## config.mk

```make
export PLATFORM = sky130hd
export DESIGN_NAME = ledt_kernel
export DESIGN_NICKNAME = d
export VERILOG_FILES = /design/src/rtl/ledt_pkg.sv /design/src/rtl/ledt_kernel.sv
export SDC_FILE = /design/constraint.sdc
export NUM_CORES = 1
export LEC_CHECK = 0
export BUFFER_PORTS_ARGS = -buffer_cell sky130_fd_sc_hd__clkbuf_2
export CORE_ASPECT_RATIO = 1.25
export CORE_MARGIN = 4
export CORE_UTILIZATION = 43
export CTS_CLUSTER_DIAMETER = 120
export DETAILED_ROUTE_END_ITERATION = 10
export GPL_ROUTABILITY_DRIVEN = 0
export HOLD_SLACK_MARGIN = 0.1
export PLACE_DENSITY = 0.65
export RECOVER_POWER = 25
export SYNTH_ARGS = -nofsm -noshare
export SYNTH_HDL_FRONTEND = slang
export SYNTH_SLANG_ARGS = --single-unit
export TNS_END_PERCENT = 20
```

## constraint.sdc

```tcl
create_clock -name clk_i -period 7.8 [get_ports clk_i]
set_clock_uncertainty 0.1 [all_clocks]
set_input_delay 0.39 -clock clk_i [delete_from_list [all_inputs] [get_ports clk_i]]
set_output_delay 0.39 -clock clk_i [all_outputs]
set_load 0.02 [all_outputs]
```

## src/rtl/ledt_pkg.sv

```systemverilog
`default_nettype none

package ledt_pkg;

  // line store geometry
  localparam int unsigned MaxWidth = 2048;
  localparam int unsigned ColW     = $clog2(MaxWidth);
  localparam int unsigned RowW     = 16;
  localparam int unsigned OutColW  = 11;

  // configuration port
  localparam int unsigned CfgIdxW  = 2;
  localparam int unsigned CfgDataW = 16;
  localparam int unsigned WidthW   = 12;
  localparam int unsigned ThrW     = 8;

  // pixel and luma
  localparam int unsigned PixW     = 8;
  localparam int unsigned LumaAccW = 25;
  localparam logic [LumaAccW-1:0] LumaR     = LumaAccW'(19595);
  localparam logic [LumaAccW-1:0] LumaG     = LumaAccW'(38470);
  localparam logic [LumaAccW-1:0] LumaB     = LumaAccW'(7471);
  localparam logic [LumaAccW-1:0] LumaRound = LumaAccW'(32768);
  localparam int unsigned LumaShift = 16;

  // result buffering
  localparam int unsigned MaxRes     = 4;
  localparam int unsigned FifoDepth  = 16;
  localparam int unsigned FifoPtrW   = $clog2(FifoDepth);
  localparam int unsigned FifoCntW   = FifoPtrW + 1;
  localparam int unsigned StallLevel = FifoDepth - 2 * MaxRes;

  typedef enum logic [CfgIdxW-1:0] {
    CfgImageWidth    = 2'd0,
    CfgImageHeight   = 2'd1,
    CfgEdgeThreshold = 2'd2
  } cfg_idx_e;

  typedef struct packed {
    logic [PixW-1:0] red;
    logic [PixW-1:0] green;
    logic [PixW-1:0] blue;
  } pix_t;

  typedef struct packed {
    logic [OutColW-1:0] out_col;
    logic [RowW-1:0]    out_row;
    logic               edge_res;
    logic               last_of_run;
  } res_t;

  // position and border flags of the pixel in the window stage
  typedef struct packed {
    logic [ColW-1:0] x;
    logic [RowW-1:0] y;
    logic            xge1;
    logic            xge2;
    logic            yge1;
    logic            yge2;
    logic            xlast;
    logic            ylast;
  } ctrl_t;

  // up to four results of one pixel, in emission order
  typedef struct packed {
    logic [MaxRes-1:0] vld;
    res_t [MaxRes-1:0] res;
  } push_t;

endpackage

`default_nettype wire

```

## src/rtl/ledt_kernel.sv

```systemverilog
`default_nettype none

module ledt_kernel (
  input  logic                         clk_i,
  input  logic                         rst_ni,
  input  logic                         s1_valid_i,
  input  ledt_pkg::ctrl_t              ctrl_i,
  input  logic [ledt_pkg::PixW-1:0]    luma_i,
  input  logic [ledt_pkg::PixW-1:0]    older_i,
  input  logic [ledt_pkg::PixW-1:0]    newer_i,
  input  logic [ledt_pkg::ThrW-1:0]    threshold_i,
  output ledt_pkg::push_t              push_o
);

  localparam int unsigned SumW = ledt_pkg::PixW + 4;

  logic [ledt_pkg::PixW-1:0] win_q [3][2];
  logic [ledt_pkg::PixW-1:0] blk   [3][3];
  logic                      edge_a, edge_b, edge_c, edge_d;
  logic [ledt_pkg::ColW-1:0] col_prev;
  logic [ledt_pkg::RowW-1:0] row_prev;

  // clamped cross laplacian compared against the threshold
  function automatic logic edge_of(
    input logic [ledt_pkg::PixW-1:0] c,
    input logic [ledt_pkg::PixW-1:0] l,
    input logic [ledt_pkg::PixW-1:0] r,
    input logic [ledt_pkg::PixW-1:0] u,
    input logic [ledt_pkg::PixW-1:0] d,
    input logic [ledt_pkg::ThrW-1:0] thr
  );
    logic signed [SumW-1:0]    s;
    logic [ledt_pkg::PixW-1:0] v;
    s = $signed({2'b00, c, 2'b00}) - $signed({4'b0000, l}) - $signed({4'b0000, r})
      - $signed({4'b0000, u}) - $signed({4'b0000, d});
    if (s < 0) begin
      v = '0;
    end else if (s > $signed(SumW'(255))) begin
      v = '1;
    end else begin
      v = s[ledt_pkg::PixW-1:0];
    end
    return v > thr;
  endfunction

  // 3x3 block: rows y-2..y, columns x-2..x
  always_comb begin
    for (int i = 0; i < 3; i++) begin
      blk[i][0] = win_q[i][0];
      blk[i][1] = win_q[i][1];
    end
    blk[0][2] = older_i;
    blk[1][2] = newer_i;
    blk[2][2] = luma_i;
  end

  // window shift, once per pixel
  always_ff @(posedge clk_i or negedge rst_ni) begin
    if (!rst_ni) begin
      for (int i = 0; i < 3; i++) begin
        win_q[i][0] <= '0;
        win_q[i][1] <= '0;
      end
    end else if (s1_valid_i) begin
      for (int i = 0; i < 3; i++) begin
        win_q[i][0] <= blk[i][1];
        win_q[i][1] <= blk[i][2];
      end
    end
  end

  // four candidate centres, neighbours replicated at the frame border
  always_comb begin
    // column x-1, row y-1
    edge_a = edge_of(blk[1][1],
                     ctrl_i.xge2 ? blk[1][0] : blk[1][1],
                     blk[1][2],
                     ctrl_i.yge2 ? blk[0][1] : blk[1][1],
                     blk[2][1], threshold_i);
    // column x-1, row y (last row)
    edge_b = edge_of(blk[2][1],
                     ctrl_i.xge2 ? blk[2][0] : blk[2][1],
                     blk[2][2],
                     ctrl_i.yge1 ? blk[1][1] : blk[2][1],
                     blk[2][1], threshold_i);
    // column x (last column), row y-1
    edge_c = edge_of(blk[1][2],
                     ctrl_i.xge1 ? blk[1][1] : blk[1][2],
                     blk[1][2],
                     ctrl_i.yge2 ? blk[0][2] : blk[1][2],
                     blk[2][2], threshold_i);
    // column x, row y (last column of last row)
    edge_d = edge_of(blk[2][2],
                     ctrl_i.xge1 ? blk[2][1] : blk[2][2],
                     blk[2][2],
                     ctrl_i.yge1 ? blk[1][2] : blk[2][2],
                     blk[2][2], threshold_i);
  end

  assign col_prev = ctrl_i.x - ledt_pkg::ColW'(1);
  assign row_prev = ctrl_i.y - ledt_pkg::RowW'(1);

  // results in ascending column, then ascending row
  always_comb begin
    push_o.vld[0] = s1_valid_i & ctrl_i.xge1  & ctrl_i.yge1;
    push_o.vld[1] = s1_valid_i & ctrl_i.xge1  & ctrl_i.ylast;
    push_o.vld[2] = s1_valid_i & ctrl_i.xlast & ctrl_i.yge1;
    push_o.vld[3] = s1_valid_i & ctrl_i.xlast & ctrl_i.ylast;

    push_o.res[0].out_col  = ledt_pkg::OutColW'(col_prev);
    push_o.res[0].out_row  = row_prev;
    push_o.res[0].edge_res = edge_a;
    push_o.res[1].out_col  = ledt_pkg::OutColW'(col_prev);
    push_o.res[1].out_row  = ctrl_i.y;
    push_o.res[1].edge_res = edge_b;
    push_o.res[2].out_col  = ledt_pkg::OutColW'(ctrl_i.x);
    push_o.res[2].out_row  = row_prev;
    push_o.res[2].edge_res = edge_c;
    push_o.res[3].out_col  = ledt_pkg::OutColW'(ctrl_i.x);
    push_o.res[3].out_row  = ctrl_i.y;
    push_o.res[3].edge_res = edge_d;

    push_o.res[0].last_of_run = push_o.vld[0] & ~(|push_o.vld[3:1]);
    push_o.res[1].last_of_run = push_o.vld[1] & ~(|push_o.vld[3:2]);
    push_o.res[2].last_of_run = push_o.vld[2] & ~push_o.vld[3];
    push_o.res[3].last_of_run = push_o.vld[3];
  end

endmodule

`default_nettype wire

```

Yosys cells after proc, flatten, opt, wreduce, memory -nomap -nowiden
Index checks and enable logic that the tools add are counted.
{"block": "classes", "n_mux": 16, "n_addsub": 18, "order_cmp": 12, "reduce_logical": 2, "bitwise": 12}
{"cell": "8-bit two-way mux", "n": 16}
{"cell": "12-bit by 9-bit subtractor with 12-bit output", "n": 8}
{"cell": "12-bit by 9-bit greater-than comparator with 1-bit output (second input constant)", "n": 4}
{"cell": "12-bit by 1-bit less-than comparator with 1-bit output (second input constant)", "n": 4}
{"cell": "11-bit by 9-bit subtractor with 12-bit output", "n": 4}
{"cell": "10-bit by 8-bit subtractor with 11-bit output", "n": 4}
{"cell": "8-bit greater-than comparator", "n": 4}
{"cell": "16-bit by 1-bit subtractor with 16-bit output (second input constant)", "n": 1}
{"cell": "11-bit by 1-bit subtractor with 11-bit output (second input constant)", "n": 1}
{"cell": "1-bit bitwise AND", "n": 9}
{"cell": "1-bit NOT", "n": 3}
{"cell": "3-bit OR reduction", "n": 1}
{"cell": "2-bit OR reduction", "n": 1}
{"block": "totals", "inputBits": 68, "output_inout_bits": 120, "reg_bits": 40, "word_cells": 65}

Logic depth before layout (Yosys ltp)
{"block": "logic_depth", "word_depth": 9, "mapped_depth": 32, "ltp_nobuf": 28}

Least setup slack after synthesis
Ideal clock, no wire load.
{"block": "synth_timing", "path_kind": "in2out", "start": "in ctrl_i[5] (netlist bit)", "end": "out push_o[88] (netlist bit)", "path_slack_ps": 1426, "arrival_ps": 5884, "path_buffers": 4, "required_ps": 7310, "cell_stages": 27, "path_cell_list": "buf_2 > buf_2 > buf_1 > mux2i_1 > ha_1 > a31o_2 > a21o_1 > a21oi_1 > xnor2_1 > fa_1 > ha_1 > or2_2 > o22ai_1 > o311ai_1 > or4b_2 > nand3_2 > a21oi_1 > ha_1 > nor2b_1 > o21a_1 > o21ai_0 > nand2b_1 > a21oi_1 > nor2_1 > a211oi_1 > a21oi_1 > buf_4"}
{"block": "synth_via", "elab_chain_len": 9, "elab_cells_between_ends": 10, "cone_classes": "add/sub: 4; order compare: 3; mux: 3"}
{"item": "from (decl)", "line": "ledt_kernel.sv:7", "rtl": "input ledt_pkg::ctrl_t ctrl_i,"}
{"item": "8-bit two-way mux *", "line": "ledt_kernel.sv:94", "rtl": "ctrl_i.xge1 ? blk[2][1] : blk[2][2],"}
{"item": "10-bit by 8-bit subtractor with 11-bit output *", "line": "ledt_kernel.sv:34", "rtl": "s = $signed({2'b00, c, 2'b00}) - $signed({4'b0000, l}) - $signed({4'b0000, r})"}
{"item": "11-bit by 9-bit subtractor with 12-bit output *", "line": "ledt_kernel.sv:34"}
{"item": "12-bit by 9-bit subtractor with 12-bit output * (2 in a row)", "line": "ledt_kernel.sv:35", "rtl": "- $signed({4'b0000, u}) - $signed({4'b0000, d});"}
{"item": "12-bit by 9-bit greater-than comparator with 1-bit output", "line": "ledt_kernel.sv:38", "rtl": "end else if (s > $signed(SumW'(255))) begin"}
{"item": "8-bit two-way mux", "line": "ledt_kernel.sv:38"}
{"item": "8-bit two-way mux *", "line": "ledt_kernel.sv:36", "rtl": "if (s < 0) begin"}
{"item": "8-bit greater-than comparator *", "line": "ledt_kernel.sv:43", "rtl": "return v > thr;"}
{"item": "to (decl)", "line": "ledt_kernel.sv:12", "rtl": "output ledt_pkg::push_t push_o"}
Every way passes the cells marked *; elsewhere a longest branch is shown, timed or not.

==> flow_metrics.env <==
export IMPL_antenna_found_initial=0
export IMPL_power_leakage_nw=4.76
export IMPL_cts_sinks=40
export IMPL_wl_per_cell_um=16.7
export IMPL_grt_util_all_layers=0.198
export IMPL_setup_viol=0
export IMPL_max_slew_margin_rel=-0.685
export IMPL_cp_end_kind="output port"
export IMPL_rsz0062_at_grt="no"
export IMPL_cp_data_arrival_time_ps=6020
export IMPL_area_growth_syn_to_layout_pct=7.30
export IMPL_grt_max_degree=53
export IMPL_syn_inst=1028
export IMPL_numCtsBuffers=5
export IMPL_final_common_cell="clkbuf_2"
export IMPL_cts_hold_buf=0
export IMPL_start_util=0.436
export IMPL_dpl_hpwl_um=19600
export IMPL_clkPwrFrac=0.084
export IMPL_htreeDepth=2
export IMPL_ys_types=63
export IMPL_synthesis_area_um2=8740
export IMPL_coreArea_um2=20000
export IMPL_p_switching_mw=1.47
export IMPL_synth_edff_count=0
export IMPL_pre_cts_slack_ps=1300
export IMPL_violations="capacitance limit, slew limit"
export IMPL_period_share=0.835
export IMPL_drc_errors=0
export IMPL_grt_pass1_wl_um=36200
export IMPL_layout_nets=1346
export IMPL_ios=188
export IMPL_row_count=58
export IMPL_report_final_slew_viol_count=94
export IMPL_final_cell_mix="clkbuf_2 (143), inv_1 (129), ha_1 (114), a21oi_1 (63), mux2i_1 (53)"
export IMPL_via_per_inst=5.27
export IMPL_die_area_um2=22700
export IMPL_die_height_um=167
export IMPL_fin_cells=1383
export IMPL_vdd_drop_max_mv=0.134
export IMPL_powerDensity_nw_per_um2=306
export IMPL_drt_wl_total_um=23100
export IMPL_start_kind="primary input"
export IMPL_yosys_top_cells_area="ha_1 (16%), fa_1 (12%), dfrtp_1 (11%)"
export IMPL_synth_top_area_share=0.163
export IMPL_synthArstFlopShare=1.00
export IMPL_diodes=0
export IMPL_reg2regPathDepth=1
export IMPL_post_cts_resized=0
export IMPL_regArea_um2=1000
export IMPL_clock_fmax_mhz=154
export IMPL_min_path_cells=2
export IMPL_intPower_mw=1.40
export IMPL_crit_fanout=23
export IMPL_largest_register_ffs=40
export IMPL_drtIter0Drc=249
export IMPL_root_buffer="clkbuf_16"
export IMPL_hold_viol=0
export IMPL_p_comb_frac=0.824
export IMPL_syn_area_per_cell_um2=8.50
export IMPL_die_x_um=136
export IMPL_drtAntennaViolNets=0
export IMPL_yosys_warnings=0
export IMPL_worst_pin_slew_ps=2530
export IMPL_min_period_ps=6510
export IMPL_required_ps=7310
export IMPL_p_seq_frac=0.092
export IMPL_portBuffers=187
export IMPL_gr_total_overflow=0
export IMPL_synth_flop_cell="dfrtp_1"
export IMPL_place_inst=1375
export IMPL_clk_insertion_delay_late_ps=290
export IMPL_cts_tree="yes"
export IMPL_num_fill_cells=1993
export IMPL_timing_final_ws_setup_ps=1290
export IMPL_post_cts_buffers=0
export IMPL_yosysSeqAreaShare=0.114
export IMPL_clk_path_buf_depth=2
export IMPL_dr_pass1_iters=4
export IMPL_maxCapViolations=2
export IMPL_ys_ff_latch=40
export IMPL_outcome="finished, violations left"
export IMPL_drive_gt1_frac=0.185
export IMPL_synth_area_leader_cell="ha_1"
export IMPL_multi_input_area_um2=6500
export IMPL_clk_pin_slew_worst_paths_ps=70
export IMPL_vias=7287
export IMPL_crit_type="primary input to output port"
export IMPL_setup_tns_ps=0
export IMPL_first_global_vias=7054
export IMPL_hold_path_class="primary input to flop"
export IMPL_switching_share=0.512
export IMPL_synth_nets=1262
## Yosys cell counts (4+ instances only)
master	instances
nand2_1	52
and3_1	7
mux2i_1	53
buf_4	86
or3_1	5
o21a_1	21
inv_1	129
o31ai_1	5
o21bai_1	7
fa_1	52
clkbuf_1	15
xnor2_1	48
nand3_1	13
nor2_1	48
dfrtp_1	40
o21ai_0	39
a211oi_1	7
nand2b_1	11
or2_2	5
buf_2	4
a22oi_1	4
a21oi_1	63
nor2b_1	16
buf_1	5
nand4_1	5
ha_1	114
a21o_1	19
a31oi_1	7
nor4_1	6
mux2_2	42
xor2_1	33
nor3_1	19
## critical path, stage by stage
cell and delay (ps):
clkbuf_2 540, mux2i_1 320, ha_1 290, a21oi_1 140, nand2_1 80, and2_1 170
o21ai_0 210, a21boi_0 120, o21ai_0 300, nor2b_1 220, xnor2_1 140, ha_1 170
inv_1 40, ha_1 330, nor3b_1 250, or4b_2 620, nand3_2 180, a21oi_1 100
ha_1 290, nor2b_1 130, o21a_1 160, o21ai_0 140, nand2b_1 70, a21oi_1 140
nor2_1 50, a211oi_1 200, a21oi_1 60, clkbuf_2 160
## metal layers
metal,part of all wire,vias up,global-route usage
met1,0.41,3422,0.229
met2,0.52,239,0.387
met3,0.053,22,0.0228
met4,0.018,0,0.0377
met5,0,-,0
li1,-,3604,-
## logic make-up after synthesis
kind of cell / Yosys count / share of synthesized area
XOR/XNOR: 82 / 0.0837
AO/OA/AOI/OAI: 204 / 0.150
flip-flops: 40 / 0.114
adder cells (fa/ha/maj): 166 / 0.282
multiplexers: 95 / 0.115
buffers and inverters: 240 / 0.141
AND/OR/NAND/NOR: 201 / 0.113
## power by group through the flow
stage / clock network [mW] / registers [mW] / logic, mW
final: 0.241 / 0.263 / 2.36
after detailed placement: 0 / 0.268 / 2.34
after global placement: 0 / 0.267 / 2.31
after CTS: 0.245 / 0.264 / 2.36
after floorplan: 0 / 0.251 / 1.93
after global routing: 0.252 / 0.268 / 2.67
## worst paths after layout
kind                             from    endpoint  slack, ps
max                         ctrl_i[5]  push_o[88]       1290
min                        older_i[4]     blk[60]        250
max reg2reg                    blk[9]     blk[17]       6640
min reg2reg                   blk[58]     blk[58]        410
max in group asynchronous      rst_ni      blk[9]       5610
min in group asynchronous      rst_ni     blk[60]        690
## metrics by stage
| stage | utilization | power [mW] | hold slack, ps | instance area (um2) |
|---|---|---|---|---|
| finish | 0.468 | 2.87 | 252 | 9380 |
| global route | 0.468 | 3.19 | 257 | 9380 |
| CTS | 0.471 | 2.87 | 227 | 9440 |
| detailed placement | 0.463 | 2.61 | 396 | 9270 |
| global placement | 0.463 | 2.58 | 384 | 9270 |
| floorplan | - | 2.18 | -5.59 | 8740 |
## layout make-up
| type | instances | area share |
|---|---|---|
| flip-flops and latches | 40 | 0.107 |
| multi-input cells | 748 | 0.693 |
| well taps | 270 | 0.0360 |
| clock inverters | 3 | 0.00454 |
| repair buffers | 188 | 0.0943 |
| inverters | 129 | 0.0516 |
| clock buffers | 5 | 0.0133 |
(Power assumes the default switching activity.)
